$ cat config.mk
export PLATFORM = sky130hd
export DESIGN_NAME = led_breathing_fader_flat
export DESIGN_NICKNAME = d
export VERILOG_FILES = /design/src/rtl/lbf_pkg.sv /design/src/rtl/lbf_interfaces.sv /design/src/rtl/lbf_csr.sv /design/src/rtl/lbf_core.sv /design/src/rtl/led_breathing_fader.sv /design/src/flat_wrapper.sv
export SDC_FILE = /design/constraint.sdc
export NUM_CORES = 1
export LEC_CHECK = 0
export ABC_CLOCK_PERIOD_IN_PS = 14960
export BUFFER_PORTS_ARGS = -buffer_cell sky130_fd_sc_hd__buf_2
export CORE_MARGIN = 4
export CORE_UTILIZATION = 65
export CTS_BUF_LIST = sky130_fd_sc_hd__clkbuf_2
export CTS_CLUSTER_DIAMETER = 30
export CTS_CLUSTER_SIZE = 20
export DETAILED_ROUTE_END_ITERATION = 8
export PLACE_DENSITY_LB_ADDON = 0.15
export SLEW_MARGIN = 20
export SYNTH_ARGS = -nofsm -noshare
export SYNTH_HDL_FRONTEND = slang
export SYNTH_SLANG_ARGS = --single-unit
$ cat constraint.sdc
create_clock -name clock -period 14.96 [get_ports clock]
set_input_delay 4.488 -clock clock [delete_from_list [all_inputs] [get_ports clock]]
set_output_delay 4.488 -clock clock [all_outputs]
set_load 0.02 [all_outputs]
$ cat src/rtl/lbf_pkg.sv
package lbf_pkg;

   localparam int CSR_INDEX_BITS = 3;
   localparam int CSR_DATA_BITS  = 16;
   localparam int TARGET_BITS    = 10;
   localparam int STEP_BITS      = 4;
   localparam int PHASE_BITS     = 16;
   localparam int PHASE_CNT_BITS = 17;
   localparam int STEP_MS_BITS   = 10;
   localparam int NUM_CHANNELS   = 4;
   localparam int CH_WHITE       = 3;

   localparam logic [PHASE_BITS-1:0]   PHASE_MS_RESET = 16'd3000;
   localparam logic [STEP_MS_BITS-1:0] STEP_MS_RESET  = 10'd30;

   // Reciprocal of the step divisor (100) scaled by 2^17, exact for 10-bit targets.
   localparam int                   RECIP_SHIFT = 17;
   localparam logic [10:0]          RECIP_100   = 11'd1311;

   typedef enum logic [CSR_INDEX_BITS-1:0] {
      REG_RED_TARGET   = 3'd0,
      REG_GREEN_TARGET = 3'd1,
      REG_BLUE_TARGET  = 3'd2,
      REG_WHITE_TARGET = 3'd3,
      REG_WHITE_MODE   = 3'd4,
      REG_PHASE_MS     = 3'd5,
      REG_STEP_MS      = 3'd6,
      REG_UNUSED       = 3'd7
   } reg_index_type;

   typedef struct packed {
      logic                    white_mode;
      logic [PHASE_BITS-1:0]   phase_ms;
      logic [STEP_MS_BITS-1:0] step_ms;
   } timing_cfg_type;

   function automatic logic [STEP_BITS-1:0] step_of(input logic [TARGET_BITS-1:0] target);
      logic [TARGET_BITS+10:0] prod;
      prod = (TARGET_BITS+11)'(target) * (TARGET_BITS+11)'(RECIP_100);
      return STEP_BITS'(prod[TARGET_BITS+10:RECIP_SHIFT]) + STEP_BITS'(1);
   endfunction

endpackage

$ cat src/rtl/lbf_interfaces.sv
interface lbf_req_if;
   logic valid;
   logic ready;
   logic advance;

   modport source (output valid, output advance, input ready);
   modport sink   (input valid, input advance, output ready);
endinterface

interface lbf_rsp_if #(
   parameter int LEVEL_BITS = 10
);
   logic                  valid;
   logic                  ready;
   logic [LEVEL_BITS-1:0] red_level;
   logic [LEVEL_BITS-1:0] green_level;
   logic [LEVEL_BITS-1:0] blue_level;
   logic [LEVEL_BITS-1:0] white_level;
   logic                  bright_phase;

   modport source (output valid, output red_level, output green_level, output blue_level,
                   output white_level, output bright_phase, input ready);
   modport sink   (input valid, input red_level, input green_level, input blue_level,
                   input white_level, input bright_phase, output ready);
endinterface

interface lbf_csr_if;
   logic                                valid;
   logic                                ready;
   logic [lbf_pkg::CSR_INDEX_BITS-1:0]  index;
   logic [lbf_pkg::CSR_DATA_BITS-1:0]   data;

   modport source (output valid, output index, output data, input ready);
   modport sink   (input valid, input index, input data, output ready);
endinterface

$ cat src/rtl/lbf_csr.sv
module lbf_csr #(
   parameter int LEVEL_BITS = 10
) (
   input  logic                           clock,
   input  logic                           reset,
   lbf_csr_if.sink                        csr_chan,
   output logic [LEVEL_BITS-1:0]          target_out [lbf_pkg::NUM_CHANNELS],
   output logic [LEVEL_BITS-1:0]          step_out   [lbf_pkg::NUM_CHANNELS],
   output lbf_pkg::timing_cfg_type        timing_out
);

   localparam int TGT_BITS = (LEVEL_BITS < lbf_pkg::TARGET_BITS) ? LEVEL_BITS
                                                                 : lbf_pkg::TARGET_BITS;

   logic [LEVEL_BITS-1:0]              target_ff [lbf_pkg::NUM_CHANNELS];
   logic [LEVEL_BITS-1:0]              step_ff   [lbf_pkg::NUM_CHANNELS];
   lbf_pkg::timing_cfg_type            timing_ff;
   logic                               write;
   logic [lbf_pkg::TARGET_BITS-1:0]    target_in;
   logic [lbf_pkg::STEP_BITS-1:0]      step_in;
   lbf_pkg::reg_index_type             index;

   assign csr_chan.ready = 1'b1;
   assign write          = csr_chan.valid;
   assign index          = lbf_pkg::reg_index_type'(csr_chan.index);
   assign target_in      = lbf_pkg::TARGET_BITS'(csr_chan.data[TGT_BITS-1:0]);
   assign step_in        = lbf_pkg::step_of(target_in);

   always_ff @(posedge clock) begin
      if (reset) begin
         for (int c = 0; c < lbf_pkg::NUM_CHANNELS; c++) begin
            target_ff[c] <= '0;
            step_ff[c]   <= LEVEL_BITS'(1);
         end
         timing_ff.white_mode <= 1'b0;
         timing_ff.phase_ms   <= lbf_pkg::PHASE_MS_RESET;
         timing_ff.step_ms    <= lbf_pkg::STEP_MS_RESET;
      end else if (write) begin
         unique case (index)
            lbf_pkg::REG_RED_TARGET: begin
               target_ff[0] <= LEVEL_BITS'(target_in);
               step_ff[0]   <= LEVEL_BITS'(step_in);
            end
            lbf_pkg::REG_GREEN_TARGET: begin
               target_ff[1] <= LEVEL_BITS'(target_in);
               step_ff[1]   <= LEVEL_BITS'(step_in);
            end
            lbf_pkg::REG_BLUE_TARGET: begin
               target_ff[2] <= LEVEL_BITS'(target_in);
               step_ff[2]   <= LEVEL_BITS'(step_in);
            end
            lbf_pkg::REG_WHITE_TARGET: begin
               target_ff[lbf_pkg::CH_WHITE] <= LEVEL_BITS'(target_in);
               step_ff[lbf_pkg::CH_WHITE]   <= LEVEL_BITS'(step_in);
            end
            lbf_pkg::REG_WHITE_MODE: begin
               timing_ff.white_mode <= csr_chan.data[0];
            end
            lbf_pkg::REG_PHASE_MS: begin
               timing_ff.phase_ms <= csr_chan.data[lbf_pkg::PHASE_BITS-1:0];
            end
            lbf_pkg::REG_STEP_MS: begin
               timing_ff.step_ms <= csr_chan.data[lbf_pkg::STEP_MS_BITS-1:0];
            end
            default: begin
            end
         endcase
      end
   end

   assign target_out = target_ff;
   assign step_out   = step_ff;
   assign timing_out = timing_ff;

endmodule

$ cat src/rtl/lbf_core.sv
module lbf_core #(
   parameter int LEVEL_BITS = 10
) (
   input  logic                      clock,
   input  logic                      reset,
   input  logic                      take,
   input  logic                      advance,
   input  logic [LEVEL_BITS-1:0]     target  [lbf_pkg::NUM_CHANNELS],
   input  logic [LEVEL_BITS-1:0]     step    [lbf_pkg::NUM_CHANNELS],
   input  lbf_pkg::timing_cfg_type   timing,
   output logic [LEVEL_BITS-1:0]     level_out [lbf_pkg::NUM_CHANNELS],
   output logic                      bright_out
);

   logic [lbf_pkg::PHASE_CNT_BITS-1:0] phase_elapsed_ff, phase_elapsed_in;
   logic [lbf_pkg::STEP_MS_BITS-1:0]   step_elapsed_ff, step_elapsed_in;
   logic                               reload_pending_ff, reload_pending_in;
   logic [LEVEL_BITS-1:0]              level_ff [lbf_pkg::NUM_CHANNELS];
   logic [LEVEL_BITS-1:0]              level_in [lbf_pkg::NUM_CHANNELS];

   logic [lbf_pkg::PHASE_BITS-1:0]     plen;
   logic                               bright;
   logic                               load_dark;
   logic                               load_bright;
   logic                               do_step;
   logic                               tick;
   logic [lbf_pkg::PHASE_CNT_BITS:0]   phase_inc;

   assign tick        = take && advance;
   assign plen        = (timing.phase_ms == '0) ? lbf_pkg::PHASE_BITS'(1) : timing.phase_ms;
   assign bright      = phase_elapsed_ff >= lbf_pkg::PHASE_CNT_BITS'(plen);
   assign load_dark   = !bright && reload_pending_ff;
   assign load_bright = bright && !reload_pending_ff;
   assign do_step     = step_elapsed_ff >= timing.step_ms;

   for (genvar c = 0; c < lbf_pkg::NUM_CHANNELS; c++) begin : g_chan
      logic                  active;
      logic [LEVEL_BITS-1:0] base;
      logic [LEVEL_BITS:0]   up_sum;
      logic [LEVEL_BITS-1:0] up;
      logic [LEVEL_BITS-1:0] down;

      assign active = timing.white_mode ? (c == lbf_pkg::CH_WHITE) : (c != lbf_pkg::CH_WHITE);

      always_comb begin
         base = level_ff[c];
         if (active && load_dark) begin
            base = target[c];
         end else if (active && load_bright) begin
            base = '0;
         end
         up_sum = {1'b0, base} + {1'b0, step[c]};
         up     = (up_sum > {1'b0, target[c]}) ? target[c] : up_sum[LEVEL_BITS-1:0];
         down   = (base >= step[c]) ? (base - step[c]) : '0;
         if (active && do_step) begin
            level_in[c] = bright ? up : down;
         end else begin
            level_in[c] = base;
         end
      end
   end

   always_comb begin
      reload_pending_in = reload_pending_ff;
      if (load_dark) begin
         reload_pending_in = 1'b0;
      end else if (load_bright) begin
         reload_pending_in = 1'b1;
      end
      step_elapsed_in = do_step ? '0 : step_elapsed_ff + lbf_pkg::STEP_MS_BITS'(1);
      phase_inc       = {1'b0, phase_elapsed_ff} + (lbf_pkg::PHASE_CNT_BITS+1)'(1);
      if (phase_inc >= {1'b0, plen, 1'b0}) begin
         phase_elapsed_in = '0;
      end else begin
         phase_elapsed_in = phase_inc[lbf_pkg::PHASE_CNT_BITS-1:0];
      end
   end

   always_ff @(posedge clock) begin
      if (reset) begin
         phase_elapsed_ff  <= '0;
         step_elapsed_ff   <= '0;
         reload_pending_ff <= 1'b1;
         for (int c = 0; c < lbf_pkg::NUM_CHANNELS; c++) begin
            level_ff[c] <= '0;
         end
      end else if (tick) begin
         phase_elapsed_ff  <= phase_elapsed_in;
         step_elapsed_ff   <= step_elapsed_in;
         reload_pending_ff <= reload_pending_in;
         level_ff          <= level_in;
      end
   end

   assign level_out  = advance ? level_in : level_ff;
   assign bright_out = bright;

endmodule

$ cat src/rtl/led_breathing_fader.sv
// Channel   Direction  Payload
// req_chan  in         advance
// rsp_chan  out        red_level, green_level, blue_level, white_level, bright_phase
// csr_chan  in         index, data (always ready)
//
// Each request transfer yields one response in the next cycle, from the output register.
// A new request is taken every cycle while the output register is empty or being drained.
// A stalled response holds the output register and blocks further requests.
// Reset is synchronous and restores the register defaults and the start of the dark phase.
module led_breathing_fader #(
   parameter int LEVEL_BITS = 10
) (
   input  logic       clock,
   input  logic       reset,
   lbf_req_if.sink    req_chan,
   lbf_rsp_if.source  rsp_chan,
   lbf_csr_if.sink    csr_chan
);

   logic [LEVEL_BITS-1:0]     target    [lbf_pkg::NUM_CHANNELS];
   logic [LEVEL_BITS-1:0]     step      [lbf_pkg::NUM_CHANNELS];
   logic [LEVEL_BITS-1:0]     level     [lbf_pkg::NUM_CHANNELS];
   lbf_pkg::timing_cfg_type   timing;
   logic                      bright;
   logic                      take;

   logic                      rsp_valid_ff;
   logic [LEVEL_BITS-1:0]     level_ff  [lbf_pkg::NUM_CHANNELS];
   logic                      bright_ff;

   assign req_chan.ready = !rsp_valid_ff || rsp_chan.ready;
   assign take           = req_chan.valid && req_chan.ready;

   lbf_csr #(.LEVEL_BITS(LEVEL_BITS)) u_csr (
      .clock      (clock),
      .reset      (reset),
      .csr_chan   (csr_chan),
      .target_out (target),
      .step_out   (step),
      .timing_out (timing)
   );

   lbf_core #(.LEVEL_BITS(LEVEL_BITS)) u_core (
      .clock      (clock),
      .reset      (reset),
      .take       (take),
      .advance    (req_chan.advance),
      .target     (target),
      .step       (step),
      .timing     (timing),
      .level_out  (level),
      .bright_out (bright)
   );

   always_ff @(posedge clock) begin
      if (reset) begin
         rsp_valid_ff <= 1'b0;
      end else if (take) begin
         rsp_valid_ff <= 1'b1;
      end else if (rsp_chan.ready) begin
         rsp_valid_ff <= 1'b0;
      end
   end

   always_ff @(posedge clock) begin
      if (take) begin
         level_ff  <= level;
         bright_ff <= bright;
      end
   end

   assign rsp_chan.valid        = rsp_valid_ff;
   assign rsp_chan.red_level    = level_ff[0];
   assign rsp_chan.green_level  = level_ff[1];
   assign rsp_chan.blue_level   = level_ff[2];
   assign rsp_chan.white_level  = level_ff[lbf_pkg::CH_WHITE];
   assign rsp_chan.bright_phase = bright_ff;

endmodule

$ cat src/flat_wrapper.sv
// flat-port wrapper written by rule: the top's interface ports become plain ports
module led_breathing_fader_flat 
#(
   parameter int LEVEL_BITS = 10
)
  (clock, reset, req_chan_valid, req_chan_advance, req_chan_ready, rsp_chan_valid, rsp_chan_red_level, rsp_chan_green_level, rsp_chan_blue_level, rsp_chan_white_level, rsp_chan_bright_phase, rsp_chan_ready, csr_chan_valid, csr_chan_index, csr_chan_data, csr_chan_ready);
  lbf_req_if req_chan_i ();
  lbf_rsp_if #(.LEVEL_BITS(LEVEL_BITS)) rsp_chan_i ();
  lbf_csr_if csr_chan_i ();
  input  logic clock;
  input  logic reset;
  input wire logic [$bits(req_chan_i.valid)-1:0] req_chan_valid;
  input wire logic [$bits(req_chan_i.advance)-1:0] req_chan_advance;
  output wire logic [$bits(req_chan_i.ready)-1:0] req_chan_ready;
  output wire logic [$bits(rsp_chan_i.valid)-1:0] rsp_chan_valid;
  output wire logic [$bits(rsp_chan_i.red_level)-1:0] rsp_chan_red_level;
  output wire logic [$bits(rsp_chan_i.green_level)-1:0] rsp_chan_green_level;
  output wire logic [$bits(rsp_chan_i.blue_level)-1:0] rsp_chan_blue_level;
  output wire logic [$bits(rsp_chan_i.white_level)-1:0] rsp_chan_white_level;
  output wire logic [$bits(rsp_chan_i.bright_phase)-1:0] rsp_chan_bright_phase;
  input wire logic [$bits(rsp_chan_i.ready)-1:0] rsp_chan_ready;
  input wire logic [$bits(csr_chan_i.valid)-1:0] csr_chan_valid;
  input wire logic [$bits(csr_chan_i.index)-1:0] csr_chan_index;
  input wire logic [$bits(csr_chan_i.data)-1:0] csr_chan_data;
  output wire logic [$bits(csr_chan_i.ready)-1:0] csr_chan_ready;
  assign req_chan_i.valid = req_chan_valid;
  assign req_chan_i.advance = req_chan_advance;
  assign req_chan_ready = req_chan_i.ready;
  assign rsp_chan_valid = rsp_chan_i.valid;
  assign rsp_chan_red_level = rsp_chan_i.red_level;
  assign rsp_chan_green_level = rsp_chan_i.green_level;
  assign rsp_chan_blue_level = rsp_chan_i.blue_level;
  assign rsp_chan_white_level = rsp_chan_i.white_level;
  assign rsp_chan_bright_phase = rsp_chan_i.bright_phase;
  assign rsp_chan_i.ready = rsp_chan_ready;
  assign csr_chan_i.valid = csr_chan_valid;
  assign csr_chan_i.index = csr_chan_index;
  assign csr_chan_i.data = csr_chan_data;
  assign csr_chan_ready = csr_chan_i.ready;
  led_breathing_fader #(.LEVEL_BITS(LEVEL_BITS)) u_core (.clock(clock), .reset(reset), .req_chan(req_chan_i), .rsp_chan(rsp_chan_i), .csr_chan(csr_chan_i));
endmodule
==> Word-level counts from Yosys, hierarchy flattened <==
Index checks and enable logic that the tools add are counted.
{ "totals": {"in_bits": 25, "regBits": 193, "output_inout_bits": 44, "elab_cells": 113} }
{ "classes": {"reduce_logical": 26, "addsub": 11, "muxes": 34, "magnitude_cmp": 11, "n_mul": 1, "eq_ne": 6} }
{ "op_table": {"columns": ["operator", "count"], "rows": [
  ["10-bit two-way mux", 25],
  ["10-bit by 4-bit adder with 11-bit output", 4],
  ["11-bit by 10-bit > comparator with 1-bit output", 4],
  ["10-bit by 4-bit >= comparator with 1-bit output", 4],
  ["40-bit two-way mux", 1],
  ["10-bit by 4-bit subtractor with 10-bit output", 4],
  ["10-bit by 11-bit multiplier with 21-bit output, second input constant", 1],
  ["17-bit by 1-bit adder with 18-bit output, second input constant", 1],
  ["18-bit by 17-bit >= comparator with 1-bit output", 1],
  ["17-bit by 16-bit >= comparator with 1-bit output", 1],
  ["17-bit two-way mux", 1],
  ["16-bit logical NOT", 1],
  ["16-bit two-way mux", 1],
  ["2-bit AND reduction", 8],
  ["10-bit by 1-bit adder with 10-bit output, second input constant", 1],
  ["10-bit >= comparator", 1],
  ["1-bit logical AND", 10],
  ["3-bit equality test, second input constant", 3],
  ["3-bit by 2-bit equality test with 1-bit output, second input constant", 2],
  ["1-bit two-way mux", 6],
  ["4-bit by 1-bit adder with 4-bit output, second input constant", 1],
  ["2-bit nonzero test", 2],
  ["3-bit by 1-bit equality test with 1-bit output, second input constant", 1],
  ["1-bit logical NOT", 3],
  ["2 further kinds", 2]
]} }

==> Depth between registers and ports, before layout <==
Gate-level depths: netlist of the first run.
{ "logic_depth": {"ltp_word": 13, "ltp_mapped": 35, "depth_no_buf": 30} }

==> Cells and area by module <==
A second synthesis of the first run with hierarchy kept.
{ "hier_totals": {"hier_cells": 2027, "hier_area_um2": 16809.9} }
{ "by_module_without_submodules": {"columns": ["module", "cells_each", "seq_area_each_um2", "instances", "area_per_inst_um2"], "rows": [
  ["lbf_core", 1407, 1361.3, 1, 10500.1],
  ["lbf_csr", 574, 1661.6, 1, 5023.6],
  ["led_breathing_fader", 46, 1251.2, 1, 1286.2]
]} }

==> Least setup slack after synthesis of the first run <==
Ideal clock, no wire load.
{ "synth_timing": {"path_kind": "input-to-reg", "from": "in csr_chan_data[7]", "to": "reg u_core.u_csr.step_ff (netlist bit u_core.u_csr.step_out[2])", "cell_stages": 19, "arrival_ns": 9.461, "required_ns": 14.823, "path_buffers": 0, "setup_time_ns": 0.137, "path_slack_ns": 5.361, "path_cell_list": "fa_1 > inv_1 > fa_1 > inv_1 > fa_1 > fa_1 > inv_1 > fa_1 > inv_1 > ha_1 > a2111oi_0 > nand3_1 > o211ai_1 > a21bo_2 > a21boi_1 > ha_1 > xnor2_1 > xnor2_1 > a211oi_1"} }
{ "synth_between": {"elab_chain_len": 2} }
{ "synth_rtl": {"columns": ["item", "line", "source"], "rows": [
  ["from (decl)", "flat_wrapper.sv:24", "input wire logic [$bits(csr_chan_i.data)-1:0] csr_chan_data;"],
  ["10-bit by 11-bit multiplier with 21-bit output", "lbf_pkg.sv:39", "prod = (TARGET_BITS+11)'(target) * (TARGET_BITS+11)'(RECIP_100);"],
  ["4-bit by 1-bit adder with 4-bit output", "lbf_pkg.sv:40", "return STEP_BITS'(prod[TARGET_BITS+10:RECIP_SHIFT]) + STEP_BITS'(1);"],
  ["to (signal, indexed assignment)", "lbf_csr.sv:54", "step_ff[lbf_pkg::CH_WHITE] <= LEVEL_BITS'(step_in);"],
  ["to (decl)", "lbf_csr.sv:16", "logic [LEVEL_BITS-1:0] step_ff [lbf_pkg::NUM_CHANNELS];"]
]} }
Every way passes these cells.
A chain may end at the register's enable or synchronous reset.

==> Worst setup path in the final report of the first run <==
{ "layout_timing": {"from": "in csr_chan_data[7]", "to": "reg u_core.u_csr.step_ff (netlist bit u_core.u_csr.step_out[12])"} }
Same word-level chain as after synthesis.

==> summary.txt, run 1 <==
Floorplanning
  – CORE AREA: 23470 um^2
  – Placement Rows: 56
  – Die W: 162.2 um
  – Starting Density: 65.88%
  – Total Die Area: approximately 26000 um^2
  – Die height: between 150 and 200 um
  – I/O pins: 69

Worst setup path
  – Crit Path Class: primary input to flip-flop
  – CP max stage cell: fa_1
  – CP delay by family, top: adder cells
  – Critical path peak fanout: 11
  – Cells along the critical path: buf_2, fa_1, inv_1, fa_1, inv_1, fa_1, fa_1, inv_1, fa_1, inv_1, ha_1, a2111oi_0, nand3_1, o211ai_1, a21bo_2, a21boi_1, ha_1, xnor2_1, xnor2_1, a211oi_1
  – Top cell by count, worst path: fa_1
  – CP arrival: 10.34 ns
  – WP data required: 15.59 ns
  – Startpoint types: primary input
  – Crit path buffers/inverters: 5
  – Slowest stage delay, CP: 0.64 ns
  – Crit end category: flip-flop

Routing
  – Post-route DRC violation count: 0
  – Iter 0 DRT Violations: 1405
  – Routed Antenna Nets: 0
  – DR vias: 13590
  – DRT Pass-1 Iters: 8
  – Final wirelength: 40790 um
  – Routed len/inst: 18.94 um
  – Avg Vias per Cell: approximately 6.3

GRT
  – Initial antenna violation count: 1
  – Number of global-route vias before repair: 12820
  – Total global-route track usage: between 30% and 40%
  – First-pass GRT wire length: roughly 66000 um
  – Grt ovf: 0
  – Pin count of the biggest net entering global routing: 90

Timing
  – Clk_skew: between 0.05 and 0.06 ns
  – Setup violators final: 0
  – Setup TNS: 0 ns
  – Max-slew headroom: 24.17%
  – RSZ-0062 raised after global routing: false
  – Final hold viol count: 0
  – Period minus WS final: 9.705 ns
  – Fmax: between 100 and 150 MHz
  – Worst Tran Pin Value: 1.136 ns
  – Final slew viol count: 0
  – Tcrit/Tclk final: about two thirds

Power and ir drop
  – P_int: ~0.85 mW
  – Sw Pwr: 0.5531 mW
  – Lkg Pwr: 7.032 nW
  – Comb pwr share: between 30% and 40%
  – Power, Total: about 1.4 mW
  – Clock power frac: 20.0%
  – PwrDens: 86.48 nW/um^2
  – Sequential Power Share: 41.0%
  – Switching share of total power: 39.40%
  – Worst IR drop on VDD: 0.00007335 V

CTS
  – Sink Count: 193
  – Clock transition at path regs: between 0.3 and 0.4 ns
  – Clock root buffer: clkbuf_2
  – CTS buffer count: 17
  – TritonCTS clock tree: done
  – Worst-Skew Late Latency: 0.81 ns
  – # resized after CTS: 0
  – H-tree levels: 4
  – Clock Path Buffers: 2
  – Post-CTS setup buffers: 0
  – Hold_buf cts: 0

Placed design
  – Port Buffers: 67
  – DP Area: 15960 um^2
  – Gpl congestion: between 0.9 and 1
  – Dpl hpwl: 29960 um

Yosys
  – Yosys warns: 0
  – FF+latch count, synth: 193
  – Top cells by area in the synthesized netlist: dfxtp_1 (20%), ha_1 (16%), edfxtp_1 (8.0%)
  – Syn_area_per_cell: 8.581 um^2
  – Netlist cell types: 85
  – Synth top cells by count: ha_1 (193), nand2_1 (175), inv_1 (166)
  – Post-synth EDFFs: 41
  – Synth async-reset ratio: 0%
  – Synth top area share: 19.68%
  – Most frequent cell after synthesis: ha_1
  – Post-synthesis sequential area ratio: 27.64%
  – Area leader, netlist: dfxtp_1
  – Mapped Cells: 1802
  – Ys flop type: dfxtp_1
  – Mapped Area: 15460 um^2
  – Syn_nets: 2052

Cells and area
  – Design area: 16230 um^2
  – Nets: 2071
  – Ratio of cells with drive above 1 in the final layout: between 10% and 20%
  – Area grow syn2layout: 4.968%
  – Fin util: 69.15%

Job
  – Max Cap Viol: 0

Worst hold path
  – Worst hold path class: flip-flop to flip-flop

Outcome
  – Status: finished, final reports clean
-- area by class of cell --
class / instances / area (um^2)
Inverter: 167 / 626.9
Tap cell: 319 / 399.1
Multi-Input combinational cell: 1358 / 10210
Antenna cell: 1 / 2.502
Clock buffer: 18 / 90.09
Fill cell: 1933 / 7241
Timing Repair Buffer: 84 / 462.9
Sequential cell: 193 / 4274
Clock inverter: 14 / 170.2
-- per-layer routing --
| layer | up-vias | share of wire [%] | track usage, % |
|---|---|---|---|
| li1 | 6529 | - | - |
| met1 | 6424 | 44 | 44.45 |
| met2 | 572 | 45 | 49.79 |
| met3 | 60 | 9.3 | 4.618 |
| met4 | 0 | 1.6 | 6.805 |
| met5 | - | 0 | 0 |
-- power groups by stage --
stage               combinational, mW  sequential, mW  clock [mW]
floorplan                       0.410           0.589           0
global placement                0.523           0.584           0
detailed placement              0.537           0.584           0
CTS                             0.542           0.575       0.284
global route                    0.618           0.578       0.305
finish                          0.547           0.575       0.281
-- worst min-delay path: cells and delay by family, from the launching register on --
family             cells  cell delay [ns]
DFF                    1             0.40
AOI/OAI and AO/OA      1             0.05
and+or+nand+nor        1             0.06
-- cells by family after synthesis --
| kind of cell | count (synthesis) | share of synthesized area [%] |
|---|---|---|
| AOI/OAI and AO/OA | 526 | 24.05 |
| buffers and inverters | 251 | 6.570 |
| xor gates and xnor gates | 62 | 3.512 |
| other | 1 | 0.02425 |
| muxes | 48 | 3.334 |
| and+or+nand+nor | 496 | 15.11 |
| adders and majority gates | 225 | 19.76 |
| DFF | 193 | 27.64 |
-- stage by stage --
stage	worst slack (ns)	instances	hold WS, ns
after floorplan	5.361	1802	0.4364
after global placement	4.658	2121	0.4610
after detailed placement	4.513	2121	0.4659
after CTS	5.337	2153	0.4922
after global routing	4.887	2154	0.5118
final	5.255	2154	0.4942
-- cell usage in the layout (no fill, tap or decap), drive strengths merged, types with 43 or more instances in the layout --
| cell type | count |
|---|---|
| a21oi | 154 |
| a22oi | 43 |
| buf | 84 |
| dfxtp | 152 |
| ha | 193 |
| inv | 172 |
| nand2 | 175 |
| nor2 | 125 |
| o21ai | 90 |
| xnor2 | 46 |
-- sequential cells by signal, summed over array words and instances (netlist names) --
name,flops
u_core.rsp_chan.blue_level,10
u_core.rsp_chan.bright_phase,1
u_core.rsp_chan.green_level,10
u_core.rsp_chan.red_level,10
u_core.rsp_chan.valid,1
u_core.rsp_chan.white_level,10
u_core.u_core.level_ff,40
u_core.u_core.phase_elapsed_ff,17
u_core.u_core.reload_pending_ff,1
u_core.u_core.step_elapsed_ff,10
u_core.u_csr.step_out,16
u_core.u_csr.target_out,40
u_core.u_csr.timing_out,27
-- path summary, 6_finish.rpt --
| check | startpoint | to | slack [ns] | cells past startpoint |
|---|---|---|---|---|
| max reg2reg | u_core.u_csr.timing_out[25] | u_core.rsp_chan.white_level[3] | 6.01 | 27 |
| min reg2reg | u_core.u_csr.timing_out[11] | u_core.u_csr.timing_out[11] | 0.49 | 2 |
| min | u_core.u_csr.timing_out[11] | u_core.u_csr.timing_out[11] | 0.49 | 2 |
| max | csr_chan_data[7] | u_core.u_csr.step_out[12] | 5.25 | 20 |
Note: power is estimated with default switching activity, not from simulation.
==> run 2, diff against run 1 <==
Settings changed: ABC_CLOCK_PERIOD_IN_PS 14960 to 8480, CORE_UTILIZATION 65 to 59.
Clock period 14.96 ns to 8.48 ns, I/O delays scaled along.
==> summary.txt, run 2 (synthesized netlist as in run 1, its figures left out) <==
Outcome
  – Status: finished, final reports clean

Routing
  – Routed Antenna Nets: 0 (unchanged)
  – DRT Pass-1 Iters: 7 (-1)
  – Post-route DRC violation count: 0 (unchanged)
  – Avg Vias per Cell: 6.246 (-0.97%)
  – DR vias: 13570 (-0.14%)
  – Final wirelength: 41950 um (+2.9%)
  – Iter 0 DRT Violations: 1206 (-14%)
  – Routed len/inst: 19.32 um (+2.0%)

Placed design
  – Gpl congestion: 0.9199 (-6.3%)
  – Dpl hpwl: 30890 um (+3.1%)
  – DP Cell Count: 2140 (+0.90%)
  – Port Buffers: 67 (unchanged)

Timing
  – Setup TNS: 0 ns (unchanged)
  – Max-slew headroom: 27.11% (+2.9 points)
  – RSZ-0062 raised after global routing: false
  – Fmax: 131.1 MHz
  – Setup violators final: 0 (unchanged)
  – Final slew viol count: 0 (unchanged)
  – Final hold viol count: 0 (unchanged)
  – Hold_ws: 0.4836 ns (-0.01055 ns)
  – Period minus WS final: roughly 7.6 ns
  – Worst Tran Pin Value: 1.089 ns (-0.04685 ns)
  – Tcrit/Tclk final: 89.92%
  – Clk_skew: 0.07259 ns (+0.01735 ns)

Floorplanning
  – CORE AREA: 25470 um^2 (+8.5%)
  – I/O pins: 69 (unchanged)
  – Die height: 169.9 um (+4.7%)
  – Placement Rows: 58 (+3.6%)
  – Total Die Area: 28860 um^2 (+9.7%)
  – Starting Density: 60.71% (-5.2 points)
  – Die W: 169.9 um (+4.7%)

Cells and area
  – Non-filler instance count after layout: 2172 (+0.84%)
  – Nets: 2079 (+0.39%)
  – Area grow syn2layout: 5.429%
  – Fin util: 64.00% (-5.1 points)
  – Ratio of cells with drive above 1 in the final layout: 12.00% (+0.28 points)
  – Commonest non-fill, non-tap cell in the layout: ha_1
  – Most frequent cells in the layout: ha_1 (193), nand2_1 (175), inv_1 (166)

CTS
  – Clock transition at path regs: 0.27 ns (-0.06 ns)
  – Hold_buf cts: 0 (unchanged)
  – Worst-Skew Late Latency: 0.79 ns (-0.02 ns)
  – Sink Count: 193 (unchanged)
  – H-tree levels: 4 (unchanged)
  – CTS buffer count: 17 (unchanged)
  – Post-CTS setup buffers: 0 (unchanged)
  – # resized after CTS: 0 (unchanged)
  – Clock Path Buffers: 2 (unchanged)
  – TritonCTS clock tree: done
  – Clock root buffer: clkbuf_2

GRT
  – Grt ovf: 0 (unchanged)
  – First-pass GRT wire length: 68170 um (+3.0%)
  – Pin count of the biggest net entering global routing: 75 (-17%)
  – Total global-route track usage: 29.05% (-1.9 points)
  – Initial antenna violation count: 1 (unchanged)
  – Number of global-route vias before repair: 13010 (+1.5%)

Worst setup path
  – Crit Path Class: flip-flop to flip-flop
  – CP arrival: 8.11 ns (-2.23 ns)
  – CP max stage cell: or4_1
  – Worst r2r path cells: 29 (+7.4%)
  – Slowest stage delay, CP: 0.56 ns (-0.08 ns)
  – WP data required: 8.96 ns (-6.63 ns)
  – Top cell by count, worst path: ha_1
  – Startpoint types: flip-flop
  – Critical path peak fanout: 27 (+16)
  – Crit end category: flip-flop

Job
  – Max Cap Viol: 0 (unchanged)

Power and ir drop
  – Comb pwr share: 38.9% (about the same)
  – Lkg Pwr: 7.078 nW (+0.66%)
  – Switching share of total power: 37.77% (-1.6 points)
  – PwrDens: 152.8 nW/um^2 (+77%)
  – Sw Pwr: 0.9409 mW (+70%)
  – Worst IR drop on VDD: 0.0001229 V (+68%)
  – P_int: 1.550 mW (+82%)
  – Clock power frac: 20.3% (+0.3 points)
  – Sequential Power Share: 40.7% (-0.3 points)

Worst hold path
  – Worst hold path class: flip-flop to flip-flop
  – Hold Crit Depth: 2 (unchanged)
## run 2: changes by cell type in the layout (fill, tap and decap cells not counted), moves of 2 or more
| cell | change |
|---|---|
| buf_4 | +7 |
| bufinv_16 | +2 |
| clkbuf_2 | +2 |
| clkinv_4 | +2 |
| clkinv_8 | -4 |
| inv_8 | -2 |
## run 2: worst max-delay path: cells and delay by family (launching register included)
kind	cells	cell delay, ns
flip-flops	1	0.38
AO/OA/AOI/OAI	12	2.63
multiplexers	1	0.41
buffers and inverters	3	0.60
adder cells (fa/ha/maj)	5	1.25
AND/OR/NAND/NOR	8	2.05
## run 2: worst paths after layout
check,startpoint,end,slack [ns]
max,u_core.u_csr.timing_out[17],u_core.rsp_chan.blue_level[2],0.85
min,u_core.u_csr.timing_out[10],u_core.u_csr.timing_out[10],0.48
min reg2reg,u_core.u_csr.timing_out[10],u_core.u_csr.timing_out[10],0.48
max reg2reg,u_core.u_csr.timing_out[17],u_core.rsp_chan.blue_level[2],0.85
## run 2: metal layers
metal	GRT usage, %	up-vias	part of all wire (%)
met4	8.090	0	2.4
li1	-	6548	-
met1	41.46	6490	45
met3	4.692	64	8.0
met2	45.88	464	44
met5	0	-	0
## run 2: final cells by class
| type | instances | area [um^2] |
|---|---|---|
| multi-input combinational | 1358 | 10200 |
| fill | 2238 | 9169 |
| sequential | 193 | 4274 |
| inverter | 167 | 626.9 |
| timing repair buffer | 92 | 535.5 |
| tap | 330 | 412.9 |
| clock inverter | 11 | 152.6 |
| clock buffer | 20 | 100.1 |
| antenna | 1 | 2.502 |
## run 2: power by group through the flow
stage	logic, mW	clock network, mW	registers, mW
global placement	0.933	0	1.03
detailed placement	0.956	0	1.03
finish	0.970	0.507	1.01
floorplan	0.722	0	1.04
global route	1.10	0.556	1.02
CTS	0.967	0.514	1.01
## run 2: stage by stage
stage | power, mW | cell area (um^2) | setup WS [ns]
2_1_floorplan | 1.762 | 15460 | 0.8254
3_3_place_gp | 1.963 | 16050 | 0.4357
3_5_place_dp | 1.987 | 16050 | 0.2192
4_1_cts | 2.495 | 16300 | 1.004
5_1_grt | 2.675 | 16300 | 0.4909
6_report | 2.491 | 16300 | 0.8550
